### src/sv/ptts_pkg.sv
// ----------------------------------------------------------------------------
// ptts_pkg
// Shared types and codes for the periodic task table scheduler: opcodes,
// result codes, task states and the layout of one slot table entry.
// ----------------------------------------------------------------------------
package ptts_pkg;

   localparam int unsigned OPCODE_W      = 3;
   localparam int unsigned TASK_ID_W     = 8;
   localparam int unsigned PERIOD_W      = 16;
   localparam int unsigned RESULT_CODE_W = 3;
   localparam int unsigned TASK_STATE_W  = 2;
   localparam int unsigned TICK_DIV_W    = 16;

   localparam logic [TICK_DIV_W-1:0] TICK_DIVIDE_RESET = 16'd100;

   localparam logic [OPCODE_W-1:0] OP_ADD      = 3'd0;
   localparam logic [OPCODE_W-1:0] OP_DELETE   = 3'd1;
   localparam logic [OPCODE_W-1:0] OP_QUERY    = 3'd2;
   localparam logic [OPCODE_W-1:0] OP_TICK     = 3'd3;
   localparam logic [OPCODE_W-1:0] OP_DISPATCH = 3'd4;

   localparam logic [RESULT_CODE_W-1:0] RC_DONE      = 3'd0;
   localparam logic [RESULT_CODE_W-1:0] RC_FULL      = 3'd1;
   localparam logic [RESULT_CODE_W-1:0] RC_NOT_FOUND = 3'd2;
   localparam logic [RESULT_CODE_W-1:0] RC_NONE_DUE  = 3'd3;
   localparam logic [RESULT_CODE_W-1:0] RC_DUE       = 3'd4;

   localparam logic [TASK_STATE_W-1:0] TS_STOPPED = 2'd0;
   localparam logic [TASK_STATE_W-1:0] TS_READY   = 2'd1;

   typedef struct packed {
      logic                  active;
      logic [TASK_ID_W-1:0]  ident;
      logic [PERIOD_W-1:0]   countdown;
      logic [PERIOD_W-1:0]   reload;
   } slot_entry_type;

   typedef enum logic [2:0] {
      ST_IDLE   = 3'b001,
      ST_SCAN   = 3'b010,
      ST_FINISH = 3'b100
   } seq_state_type;

endpackage

### src/sv/periodic_task_table_scheduler.sv
// ----------------------------------------------------------------------------
// periodic_task_table_scheduler
// Table of periodic task slots held in a synchronous memory with one read and
// one write port. Each item with opcode 0 to 4 scans the slots in order
// through a read, modify, write pipeline and returns one result beat, or one
// beat per due task for dispatch.
// ----------------------------------------------------------------------------
//  channel | direction | handshake              | payload
//  req     | in        | req_valid / req_ready  | opcode, task_id, period
//  rsp     | out       | rsp_valid / rsp_ready  | result_code, due_id,
//          |           |                        | task_state, last
//  csr     | in        | csr_wr_en              | tick_divide (csr_wr_data)
//
//  An item scans the slots at one slot read a cycle unless the scan stalls,
//  then posts the final result from the finish state and returns to idle to
//  accept the next item. Opcodes 5 to 7 are accepted and dropped with no
//  result.
//  A full output register stalls the scan on a second due task and holds
//  the final result until taken. Reset clears the slot valid bits (slots
//  read as zero until written), the prescaler and sets tick_divide to 100.
//  req_ready is high only between items.
// ----------------------------------------------------------------------------
module periodic_task_table_scheduler #(
   parameter int unsigned TASK_SLOTS = 8
) (
   input  logic                               clock,
   input  logic                               reset,
   input  logic                               req_valid,
   output logic                               req_ready,
   input  logic [ptts_pkg::OPCODE_W-1:0]      req_opcode,
   input  logic [ptts_pkg::TASK_ID_W-1:0]     req_task_id,
   input  logic [ptts_pkg::PERIOD_W-1:0]      req_period,
   output logic                               rsp_valid,
   input  logic                               rsp_ready,
   output logic [ptts_pkg::RESULT_CODE_W-1:0] rsp_result_code,
   output logic [ptts_pkg::TASK_ID_W-1:0]     rsp_due_id,
   output logic [ptts_pkg::TASK_STATE_W-1:0]  rsp_task_state,
   output logic                               rsp_last,
   input  logic                               csr_wr_en,
   input  logic [ptts_pkg::TICK_DIV_W-1:0]    csr_wr_data
);
   import ptts_pkg::*;

   localparam int unsigned IDX_W = (TASK_SLOTS > 1) ? $clog2(TASK_SLOTS) : 1;
   localparam int unsigned CNT_W = $clog2(TASK_SLOTS + 1);
   localparam logic [CNT_W-1:0] SLOT_END = CNT_W'(TASK_SLOTS);

   seq_state_type                state_ff, state_in;
   logic [TICK_DIV_W-1:0]        tick_div_ff;
   logic [TICK_DIV_W-1:0]        prescale_ff, prescale_in;
   logic [OPCODE_W-1:0]          op_ff;
   logic [TASK_ID_W-1:0]         id_ff;
   logic [PERIOD_W-1:0]          per_ff;
   logic                         fire_ff, fire_in;
   logic [CNT_W-1:0]             rd_addr_ff, rd_addr_in;
   logic                         eval_vld_ff, eval_vld_in;
   logic [IDX_W-1:0]             eval_addr_ff, eval_addr_in;
   logic                         hit_ff, hit_in;
   logic                         hit_active_ff, hit_active_in;
   logic                         pend_vld_ff, pend_vld_in;
   logic [TASK_ID_W-1:0]         pend_id_ff, pend_id_in;

   logic                         rsp_valid_ff, rsp_valid_in;
   logic [RESULT_CODE_W-1:0]     rsp_code_ff, rsp_code_in;
   logic [TASK_ID_W-1:0]         rsp_id_ff, rsp_id_in;
   logic [TASK_STATE_W-1:0]      rsp_state_ff, rsp_state_in;
   logic                         rsp_last_ff, rsp_last_in;

   slot_entry_type               slot_mem [TASK_SLOTS];
   logic [TASK_SLOTS-1:0]        slot_vld_ff;
   slot_entry_type               rd_data_ff;
   logic                         rd_vld_ff;

   logic                         req_accept;
   logic                         out_free;
   logic                         rd_en;
   logic                         mem_we;
   slot_entry_type               wr_data;
   slot_entry_type               cur;
   logic                         due;
   logic                         stall;
   logic [TICK_DIV_W-1:0]        prescale_inc;

   assign req_ready  = (state_ff == ST_IDLE);
   assign req_accept = req_valid && req_ready;
   assign out_free   = !rsp_valid_ff || rsp_ready;

   assign rsp_valid       = rsp_valid_ff;
   assign rsp_result_code = rsp_code_ff;
   assign rsp_due_id      = rsp_id_ff;
   assign rsp_task_state  = rsp_state_ff;
   assign rsp_last        = rsp_last_ff;

   assign cur   = rd_vld_ff ? rd_data_ff : '0;
   assign due   = eval_vld_ff && (op_ff == OP_DISPATCH) && cur.active &&
                  (cur.countdown == '0);
   assign stall = due && pend_vld_ff && !out_free;
   assign prescale_inc = prescale_ff + TICK_DIV_W'(1);

   // slot memory: one read and one write port, registered read data
   always_ff @(posedge clock) begin
      if (mem_we) begin
         slot_mem[eval_addr_ff] <= wr_data;
      end
      if (rd_en) begin
         rd_data_ff <= slot_mem[rd_addr_ff[IDX_W-1:0]];
      end
   end

   always_ff @(posedge clock) begin
      if (reset) begin
         slot_vld_ff <= '0;
         rd_vld_ff   <= 1'b0;
      end else begin
         if (mem_we) begin
            slot_vld_ff[eval_addr_ff] <= 1'b1;
         end
         if (rd_en) begin
            rd_vld_ff <= slot_vld_ff[rd_addr_ff[IDX_W-1:0]];
         end
      end
   end

   always_comb begin
      state_in      = state_ff;
      prescale_in   = prescale_ff;
      fire_in       = fire_ff;
      rd_addr_in    = rd_addr_ff;
      eval_vld_in   = eval_vld_ff;
      eval_addr_in  = eval_addr_ff;
      hit_in        = hit_ff;
      hit_active_in = hit_active_ff;
      pend_vld_in   = pend_vld_ff;
      pend_id_in    = pend_id_ff;
      rsp_valid_in  = rsp_valid_ff && !rsp_ready;
      rsp_code_in   = rsp_code_ff;
      rsp_id_in     = rsp_id_ff;
      rsp_state_in  = rsp_state_ff;
      rsp_last_in   = rsp_last_ff;
      rd_en         = 1'b0;
      mem_we        = 1'b0;
      wr_data       = cur;

      unique case (state_ff)
         ST_IDLE: begin
            if (req_accept && (req_opcode <= OP_DISPATCH)) begin
               state_in    = ST_SCAN;
               rd_addr_in  = '0;
               eval_vld_in = 1'b0;
               hit_in      = 1'b0;
               pend_vld_in = 1'b0;
               fire_in     = 1'b0;
               if (req_opcode == OP_TICK) begin
                  if (prescale_inc == tick_div_ff) begin
                     fire_in     = 1'b1;
                     prescale_in = '0;
                  end else begin
                     prescale_in = prescale_inc;
                  end
               end
            end
         end
         ST_SCAN: begin
            if (!stall) begin
               if (eval_vld_ff) begin
                  unique case (op_ff)
                     OP_ADD: begin
                        if (!hit_ff && !cur.active) begin
                           hit_in            = 1'b1;
                           mem_we            = 1'b1;
                           wr_data.active    = 1'b1;
                           wr_data.ident     = id_ff;
                           wr_data.countdown = per_ff;
                           wr_data.reload    = per_ff;
                        end
                     end
                     OP_DELETE: begin
                        if (!hit_ff && (cur.ident == id_ff)) begin
                           hit_in         = 1'b1;
                           mem_we         = 1'b1;
                           wr_data.active = 1'b0;
                        end
                     end
                     OP_QUERY: begin
                        if (!hit_ff && (cur.ident == id_ff)) begin
                           hit_in        = 1'b1;
                           hit_active_in = cur.active;
                        end
                     end
                     OP_TICK: begin
                        if (fire_ff && cur.active && (cur.countdown != '0)) begin
                           mem_we            = 1'b1;
                           wr_data.countdown = cur.countdown - PERIOD_W'(1);
                        end
                     end
                     default: begin
                        if (due) begin
                           mem_we            = 1'b1;
                           wr_data.countdown = cur.reload;
                           pend_vld_in       = 1'b1;
                           pend_id_in        = cur.ident;
                           if (pend_vld_ff) begin
                              rsp_valid_in = 1'b1;
                              rsp_code_in  = RC_DUE;
                              rsp_id_in    = pend_id_ff;
                              rsp_state_in = TS_STOPPED;
                              rsp_last_in  = 1'b0;
                           end
                        end
                     end
                  endcase
               end
               if (rd_addr_ff < SLOT_END) begin
                  rd_en        = 1'b1;
                  eval_vld_in  = 1'b1;
                  eval_addr_in = rd_addr_ff[IDX_W-1:0];
                  rd_addr_in   = rd_addr_ff + CNT_W'(1);
               end else begin
                  eval_vld_in = 1'b0;
                  state_in    = ST_FINISH;
               end
            end
         end
         default: begin
            if (out_free) begin
               state_in     = ST_IDLE;
               pend_vld_in  = 1'b0;
               rsp_valid_in = 1'b1;
               rsp_id_in    = id_ff;
               rsp_state_in = TS_STOPPED;
               rsp_last_in  = 1'b1;
               unique case (op_ff)
                  OP_ADD:    rsp_code_in = hit_ff ? RC_DONE : RC_FULL;
                  OP_DELETE: rsp_code_in = hit_ff ? RC_DONE : RC_NOT_FOUND;
                  OP_QUERY: begin
                     rsp_code_in = hit_ff ? RC_DONE : RC_NOT_FOUND;
                     if (hit_ff && hit_active_ff) begin
                        rsp_state_in = TS_READY;
                     end
                  end
                  OP_TICK:   rsp_code_in = RC_DONE;
                  default: begin
                     if (pend_vld_ff) begin
                        rsp_code_in = RC_DUE;
                        rsp_id_in   = pend_id_ff;
                     end else begin
                        rsp_code_in = RC_NONE_DUE;
                        rsp_id_in   = '0;
                     end
                  end
               endcase
            end
         end
      endcase
   end

   always_ff @(posedge clock) begin
      if (reset) begin
         state_ff     <= ST_IDLE;
         tick_div_ff  <= TICK_DIVIDE_RESET;
         prescale_ff  <= '0;
         rd_addr_ff   <= '0;
         eval_vld_ff  <= 1'b0;
         pend_vld_ff  <= 1'b0;
         rsp_valid_ff <= 1'b0;
      end else begin
         state_ff     <= state_in;
         prescale_ff  <= prescale_in;
         rd_addr_ff   <= rd_addr_in;
         eval_vld_ff  <= eval_vld_in;
         pend_vld_ff  <= pend_vld_in;
         rsp_valid_ff <= rsp_valid_in;
         if (csr_wr_en) begin
            tick_div_ff <= csr_wr_data;
         end
      end
   end

   always_ff @(posedge clock) begin
      if (req_accept) begin
         op_ff  <= req_opcode;
         id_ff  <= req_task_id;
         per_ff <= req_period;
      end
      fire_ff       <= fire_in;
      eval_addr_ff  <= eval_addr_in;
      hit_ff        <= hit_in;
      hit_active_ff <= hit_active_in;
      pend_id_ff    <= pend_id_in;
      rsp_code_ff   <= rsp_code_in;
      rsp_id_ff     <= rsp_id_in;
      rsp_state_ff  <= rsp_state_in;
      rsp_last_ff   <= rsp_last_in;
   end

   a_idle_no_pending: assert property (@(posedge clock) disable iff (reset)
      (state_ff == ST_IDLE) |-> !pend_vld_ff)
      else $error("pending due task left over between items");

   a_write_in_scan: assert property (@(posedge clock) disable iff (reset)
      mem_we |-> ((state_ff == ST_SCAN) && eval_vld_ff && !stall))
      else $error("slot write outside an active scan step");

   a_read_in_range: assert property (@(posedge clock) disable iff (reset)
      rd_en |-> (rd_addr_ff < SLOT_END))
      else $error("slot read beyond the table");

   a_finish_posts: assert property (@(posedge clock) disable iff (reset)
      ((state_ff == ST_FINISH) && out_free) |=> (rsp_valid_ff && rsp_last_ff))
      else $error("final result not posted");

   a_no_overwrite: assert property (@(posedge clock) disable iff (reset)
      (rsp_valid_ff && !rsp_ready) |=> ($stable(rsp_code_ff) && $stable(rsp_id_ff)))
      else $error("waiting result overwritten");

endmodule
### config.mk
export PLATFORM = sky130hd
export DESIGN_NAME = periodic_task_table_scheduler
export DESIGN_NICKNAME = d
export VERILOG_FILES = /design/src/sv/ptts_pkg.sv /design/src/sv/periodic_task_table_scheduler.sv
export SDC_FILE = /design/constraint.sdc
export NUM_CORES = 1
export LEC_CHECK = 0
export BUFFER_PORTS_ARGS = -buffer_cell sky130_fd_sc_hd__clkbuf_2
export CAP_MARGIN = 40
export CORE_UTILIZATION = 65
export CTS_CLUSTER_DIAMETER = 200
export CTS_CLUSTER_SIZE = 30
export DETAILED_ROUTE_END_ITERATION = 7
export GPL_ROUTABILITY_DRIVEN = 0
export PLACE_DENSITY = 0.83
export REMOVE_ABC_BUFFERS = 1
export SLEW_MARGIN = 20
export SYNTH_ARGS = -nofsm -noshare
export SYNTH_HDL_FRONTEND = slang
export SYNTH_SLANG_ARGS = --single-unit
### constraint.sdc
create_clock -name clock -period 12.4 [get_ports clock]
set_input_delay 1.24 -clock clock [delete_from_list [all_inputs] [get_ports clock]]
set_output_delay 1.24 -clock clock [all_outputs]
set_load 0.05 [all_outputs]
# --- Word level (Yosys, flattened, before mapping) ---
# Memory sizes are Yosys's and may differ from the RTL's. A register that Yosys moved wholly into a read port is not among the register bits.
# Index checks and enable logic that the tools add are counted.
totals:
  register_bits: 106
  ram_bits: 328
  input_bits: 48
  out_inout_bits: 16
  elab_cells: 191
  memories: 1
op_classes:
  addsub: 3
  n_lt_le_gt_ge: 5
  eq_ne: 20
  n_mux: 98
  bitwise_logic: 4
  reduce_logical: 39
memory_table:
  columns: ["name", "depth", "width", "read_ports", "rd_ports_with_merged_regs", "wr", "line", "text"]
  rows:
  - ["slot_mem", 8, 41, 1, 1, 1, "periodic_task_table_scheduler.sv:69", "slot_entry_type slot_mem [TASK_SLOTS];"]
op_table:
  columns: ["op", "count"]
  rows:
  - ["$mux 41", 5]
  - ["$mux 8", 9]
  - ["$mux 16", 4]
  - ["$pmux 16 s3", 1]
  - ["$mux 1", 42]
  - ["$mux 3", 11]
  - ["$add 16x1->16 const B", 1]
  - ["$eq 16x16->1", 1]
  - ["$logic_not 16->1", 1]
  - ["$pmux 8 s2", 1]
  - ["$reduce_bool 16->1", 1]
  - ["$sub 16x1->16 const B", 1]
  - ["$logic_and 1x1->1", 14]
  - ["$mux 2", 7]
  - ["$ne 2x2->1 const B", 7]
  - ["$pmux 1 s2", 7]
  - ["$reduce_and 7->1", 2]
  - ["$eq 3x2->1 const B", 4]
  - ["$mux 4", 3]
  - ["$pmux 3 s2", 2]
  - ["$reduce_and 5->1", 2]
  - ["$ne 3x3->1 const B", 3]
  - ["$pmux 3 s3", 1]
  - ["$reduce_and 3->1", 3]
  - ["26 further kinds", 36]

# --- Longest topological paths before layout ---
depth:
  word_depth: 11
  mapped_depth: 15
  depth_no_buf: 7

# --- Worst setup path after synthesis ---
# No wires, ideal clock.
synth_timing:
  path_kind: "register to register"
  from: "reg rd_vld_ff"
  to: "mem slot_mem[2][0] in the netlist's numbering, enable pin"
  setup_time_ps: 541
  arrival_time_ps: 6680
  path_slack_ps: 5178
  stages_incl_launch_ff: 14
  period_less_slack_ps: 7222
  path_cell_list: "dfxtp_1 > buf_2 > buf_2 > clkbuf_1 > clkbuf_1 > clkbuf_1 > nand2_1 > ha_1 > and2_0 > clkbuf_1 > a31o_2 > and2_1 > clkbuf_1 > nor4_1"
synth_between:
  elab_chain_cells: 10
  elab_cells_between_ends: 23
  cone_classes: "eq/ne: 1; mux: 11; reduce/logical: 11"
synth_rtl:
  columns: ["item", "line", "text"]
  rows:
  - ["start, declared", "periodic_task_table_scheduler.sv:72", "logic rd_vld_ff;"]
  - ["start signal, assigned", "periodic_task_table_scheduler.sv:119", "rd_vld_ff <= slot_vld_ff[rd_addr_ff[IDX_W-1:0]];"]
  - ["$mux 41 *", "periodic_task_table_scheduler.sv:94", "assign cur = rd_vld_ff ? rd_data_ff : '0;"]
  - ["$logic_not 16->1, or another cell as far along", "periodic_task_table_scheduler.sv:96", "(cur.countdown == '0);"]
  - ["$logic_and 1x1->1, on equally long branches", null, null]
  - ["$mux 1, on equally long branches", null, null]
  - ["$pmux 1 s4", "periodic_task_table_scheduler.sv:166", "unique case (op_ff)"]
  - ["$mux 1", "periodic_task_table_scheduler.sv:165", "if (eval_vld_ff) begin"]
  - ["$mux 1 *", "periodic_task_table_scheduler.sv:164", "if (!stall) begin"]
  - ["$mux 1 *", "periodic_task_table_scheduler.sv:144", "unique case (state_ff)"]
  - ["$mux 1 *", "periodic_task_table_scheduler.sv:102", "if (mem_we) begin"]
  - ["$mux 1 (implied by the code) *", "periodic_task_table_scheduler.sv:103", "slot_mem[eval_addr_ff] <= wr_data;"]
  - ["end, declared", "periodic_task_table_scheduler.sv:69", null]
# Every way passes the cells marked *; elsewhere a longest branch is shown, timed or not.

# --- Final worst setup path ---
layout_timing:
  from: "reg rd_vld_ff"
  to: "mem slot_mem[7][15] in the netlist's numbering, enable pin"
# The elaborated chain is that of the path after synthesis.

==> summary.txt <==
Setup path
  • Depth of the worst register-to-register path: 9
  • Type of destination of the critical path: register
  • Worst path required time: 12.56 ns
  • Arrival time of the worst setup path: 4.76 ns
  • Kind of cell adding the most delay to the critical path: buffers and inverters
  • Reg-to-reg critical path startpoint: rd_vld_ff
  • Series of cell instances along the critical path: buf_4, nand4_1, nor4_4, nand4_4, a21oi_2, o21ai_1, buf_4, nor4_2, buf_4
  • Flop-to-flop setup slack: 7.80 ns
  • Count of buffering cells on the critical path with inverters included: 3
  • Maximum fanout count along the critical path: 63
  • Most numerous cell on the critical path: sky130_fd_sc_hd__buf_4
  • Reg-to-reg endpoint: slot_mem[7][15]
  • Crit path largest cell delay: 0.66 ns
  • Max stage delay cell, worst path: sky130_fd_sc_hd__buf_4
  • Startpoint Class: register
  • Critical path start-end classification: register to register

Die
  • Chip Width: 177 um
  • Number of placement rows: 63
  • Die boundary height: between 150 and 200 um
  • Placeable core region: 30,000 um2
  • Number of placed I/O pins: 64
  • Die footprint: 31,400 um2
  • Initial Util: 66.6%

Yosys
  • Share of the synthesized area in compound gates (AO/OA/AOI/OAI): 7.08%
  • Synth warn: 0
  • Simple-Gate Fraction of Synth Area: 7.35%
  • Dominant cells by area after synthesis: sky130_fd_sc_hd__edfxtp_1, sky130_fd_sc_hd__mux4_2, sky130_fd_sc_hd__dfxtp_1, sky130_fd_sc_hd__mux2_2, sky130_fd_sc_hd__nand2_1
  • Synth Flop Type: sky130_fd_sc_hd__edfxtp_1
  • Synth Area in XOR/XNOR: 1.84%
  • Share of synthesized registers carrying an async set or reset: 0%
  • Fraction of the yosys area taken by sequential cells: between 60% and 70%
  • Area of the mapped netlist: between 15,000 and 20,000 um2
  • Count of flip-flops with a built-in enable after synthesis: 423
  • Synthesized instance count: 1,226
  • Total of flip-flops plus latches after synthesis: 474
  • Combinational family with the most area after synthesis: multiplexers
  • Mux share of post-synthesis cell area: 13.0%
  • Unique cell type count in the Yosys netlist: 81
  • Post-synth top area share: 63.6%
  • Cell accounting for the most synthesized area: sky130_fd_sc_hd__edfxtp_1
  • Synth Area per Inst: 16.3 um2
  • Adder and majority cell fraction of the synthesized area: less than 1%

Power and ir drop
  • Reg power frac: between 60 and 70%
  • Peak supply drop: 0.0000986 V
  • Leakage power: 6.61 nW
  • Switching fraction of total power: 21.6%
  • Combinational cell fraction of total power: 5.8%
  • Internal power of the cells: 2.09 mW
  • PwrDens: 125 nW/um2
  • Tot Pwr: 2.67 mW
  • Switch Pwr: between 500 and 600 uW
  • Share of power burned in the clock network: 27.7%

Clocking
  • Number of H-tree levels: 1
  • Clock latency on the worst-skew pair: 0.53 ns
  • Post-CTS resize count: 0
  • Number of post-CTS setup repair buffers: 0
  • Clock slew at the register clock pins of the worst setup and hold paths: 0.11 ns
  • Hold buffer count at cts: 0
  • Number of buffers on the longest clock path: 3
  • Clock Root Buffer: sky130_fd_sc_hd__clkbuf_16
  • CTS sink cnt: 474
  • Number of buffers added by the clock tree synthesis step: 19
  • TritonCTS clock tree: built

Global routing
  • Initial antenna violation count: 0
  • Global-route congestion overflow total: 0
  • Total global routing track utilization: 27.0%
  • Global-route wire length before repair: 63.2 mm
  • Number of global-route vias before repair: roughly 11k
  • Largest net degree at the start of global routing: 64

STA
  • Period Utilization, post-route: 37.1%
  • Count of final hold-check violations: 0
  • Worst slew slack as a fraction of its limit: 38.7%
  • # setup viols final: 0
  • Clock skew after layout: 0.0247 ns
  • Measured slew at the worst slew-check pin: 0.916 ns
  • Final period demand of the worst path: around 4.6 ns
  • Final Slew Violations: 0
  • Setup repair after global routing missed its margin: no
  • Total Neg Setup Slack: 0 ns
  • Maximum clock frequency: approximately 220 MHz

Layout
  • Count of antenna diodes in the layout: 0
  • Filler cells: 1,885
  • NumNets Final: 1,321
  • Syn-to-layout area delta: 7.00%
  • Layout cell share with drive strength beyond 1: 21.9%

Routing
  • DRT Pass-1 Iters: 6
  • Number of design-rule violations left by the first detailed-router iteration: 1,309
  • Routed len/inst: 24.9 um
  • Total wirelength of the detailed-routed design: 41.6 mm
  • DRC violations left: 0
  • Routed vias/inst: 6.78
  • Antenna viol nets, final: 0
  • Routed via count: about 11k

Flow run
  • Number of violations of the max-capacitance limit: 0

Place
  • Hpwl dp: 25.9 mm
  • Quantity of I/O buffers inserted on ports: 62

Min path
  • Hold Crit Class: register to register
  • Hold Path End: slot_vld_ff[7]
  • Startpoint of the tightest hold check path: slot_vld_ff[7]
  • Number of instances on the worst hold path: 2

Status
  • Result of the run: finished, final reports clean
[power groups by stage]
stage / sequential [mW] / combinational, mW / clock [mW]
5_1_grt: 1.78 / 0.165 / 0.800
4_1_cts: 1.78 / 0.153 / 0.750
3_3_place_gp: 1.81 / 0.146 / 0
6_report: 1.78 / 0.155 / 0.740
3_5_place_dp: 1.81 / 0.152 / 0
2_1_floorplan: 1.84 / 0.0698 / 0
[per-layer routing]
layer  wire length, um  vias to the layer above  track usage [%]  share of wire [%]
li1                  -                     4970                -                  -
met1             17100                     5693             38.4                 41
met2             20000                      584             44.1                 48
met3              3200                       90             3.16                7.7
met4              1330                        0             8.69                3.2
met5                 0                        -                0                  0
[cell type report]
class                           instances  area, um2  area share (%)
Clock buffer                           32        524            2.46
Tap cell                              390        488            2.29
Clock inverter                          1       8.76          0.0410
Sequential cell                       474      13700            64.3
Multi-Input combinational cell        664       5950            27.9
Inverter                               12       45.0           0.211
Timing Repair Buffer                   99        603            2.82
[metrics by stage]
| stage | worst slack, ns | utilization [%] | instance area [um2] | hold slack, ns | std cells |
|---|---|---|---|---|---|
| global route | 7.48 | 71.3 | 21400 | 0.506 | 1672 |
| CTS | 7.77 | 71.0 | 21300 | 0.475 | 1662 |
| floorplan | 5.01 | - | 19700 | 0.422 | 1150 |
| detailed placement | 7.81 | 69.3 | 20700 | 0.449 | 1629 |
| global placement | 8.03 | 69.1 | 20700 | 0.445 | 1623 |
| finish | 7.80 | 71.3 | 21400 | 0.468 | 1672 |
[registers in the layout, indices dropped and copies added (netlist names), 3 cells and up]
signal and flops:
eval_addr_ff 3, id_ff 8, state_ff 3, rd_addr_ff 4, tick_div_ff 16, rsp_due_id 8
op_ff 3, slot_vld_ff 8, per_ff 16, slot_mem 328, pend_id_ff 8, prescale_ff 16
rd_data_ff 41, rsp_result_code 3
[worst reg2reg max path: stages, from the launching register on]
cell and delay (ns):
sky130_fd_sc_hd__dfxtp_2 0.53, sky130_fd_sc_hd__buf_4 0.58, sky130_fd_sc_hd__nand4_1 0.27, sky130_fd_sc_hd__nor4_4 0.36, sky130_fd_sc_hd__nand4_4 0.21, sky130_fd_sc_hd__a21oi_2 0.35, sky130_fd_sc_hd__o21ai_1 0.32, sky130_fd_sc_hd__buf_4 0.29
sky130_fd_sc_hd__nor4_2 0.65, sky130_fd_sc_hd__buf_4 0.66
[synth_stat cells (12+ instances only)]
library cell,instances
sky130_fd_sc_hd__o22ai_1,14
sky130_fd_sc_hd__nor3_1,18
sky130_fd_sc_hd__mux4_2,84
sky130_fd_sc_hd__edfxtp_1,423
sky130_fd_sc_hd__nand2_1,73
sky130_fd_sc_hd__o211ai_1,12
sky130_fd_sc_hd__xnor2_1,22
sky130_fd_sc_hd__nand3_1,18
sky130_fd_sc_hd__nor2_1,54
sky130_fd_sc_hd__a211oi_1,19
sky130_fd_sc_hd__xor2_1,20
sky130_fd_sc_hd__a21oi_1,23
sky130_fd_sc_hd__dfxtp_1,51
sky130_fd_sc_hd__and2_1,15
sky130_fd_sc_hd__o21ai_0,45
sky130_fd_sc_hd__inv_1,12
sky130_fd_sc_hd__clkbuf_1,56
sky130_fd_sc_hd__mux2_2,50
sky130_fd_sc_hd__mux2i_1,14
[kinds of logic after synthesis]
logic type	Yosys count
buf+inv	88
fa+ha+maj	3
xor+xnor	42
other cells	1
compound gates	199
flops	474
simple gates	271
mux	148
[worst max-delay path by stage]
stage,endpoint,cells after the start,slack (ns),startpoint
after floorplan,slot_mem[2][0],6,5.01,rd_vld_ff
final,slot_mem[7][15],9,7.80,rd_vld_ff
after global routing,slot_mem[7][15],9,7.48,rd_vld_ff
after CTS,slot_mem[7][0],9,7.77,rd_vld_ff
after global placement,slot_mem[3][22],9,8.03,rd_vld_ff
after detailed placement,slot_mem[7][12],9,7.81,rd_vld_ff
[cell usage in the layout (no fill, tap or decap), types with 12 or more instances in the layout]
master | Yosys | final
sky130_fd_sc_hd__o22ai_1 | 14 | 14
sky130_fd_sc_hd__xor2_1 | 20 | 20
sky130_fd_sc_hd__dfxtp_1 | 51 | 47
sky130_fd_sc_hd__clkbuf_16 | 0 | 19
sky130_fd_sc_hd__mux2_2 | 50 | 50
sky130_fd_sc_hd__a21oi_1 | 23 | 23
sky130_fd_sc_hd__mux4_2 | 84 | 84
sky130_fd_sc_hd__and2_1 | 15 | 15
sky130_fd_sc_hd__o211ai_1 | 12 | 12
sky130_fd_sc_hd__clkbuf_1 | 56 | 13
sky130_fd_sc_hd__nand3_1 | 18 | 18
sky130_fd_sc_hd__edfxtp_1 | 423 | 423
sky130_fd_sc_hd__nand2_1 | 73 | 73
sky130_fd_sc_hd__mux2i_1 | 14 | 14
sky130_fd_sc_hd__clkbuf_2 | 1 | 62
sky130_fd_sc_hd__inv_1 | 12 | 12
sky130_fd_sc_hd__o21ai_0 | 45 | 45
sky130_fd_sc_hd__a211oi_1 | 19 | 19
sky130_fd_sc_hd__nor3_1 | 18 | 17
sky130_fd_sc_hd__buf_4 | 1 | 25
sky130_fd_sc_hd__nor2_1 | 54 | 50
sky130_fd_sc_hd__xnor2_1 | 22 | 22
Note: power is estimated with default switching activity, not from simulation.
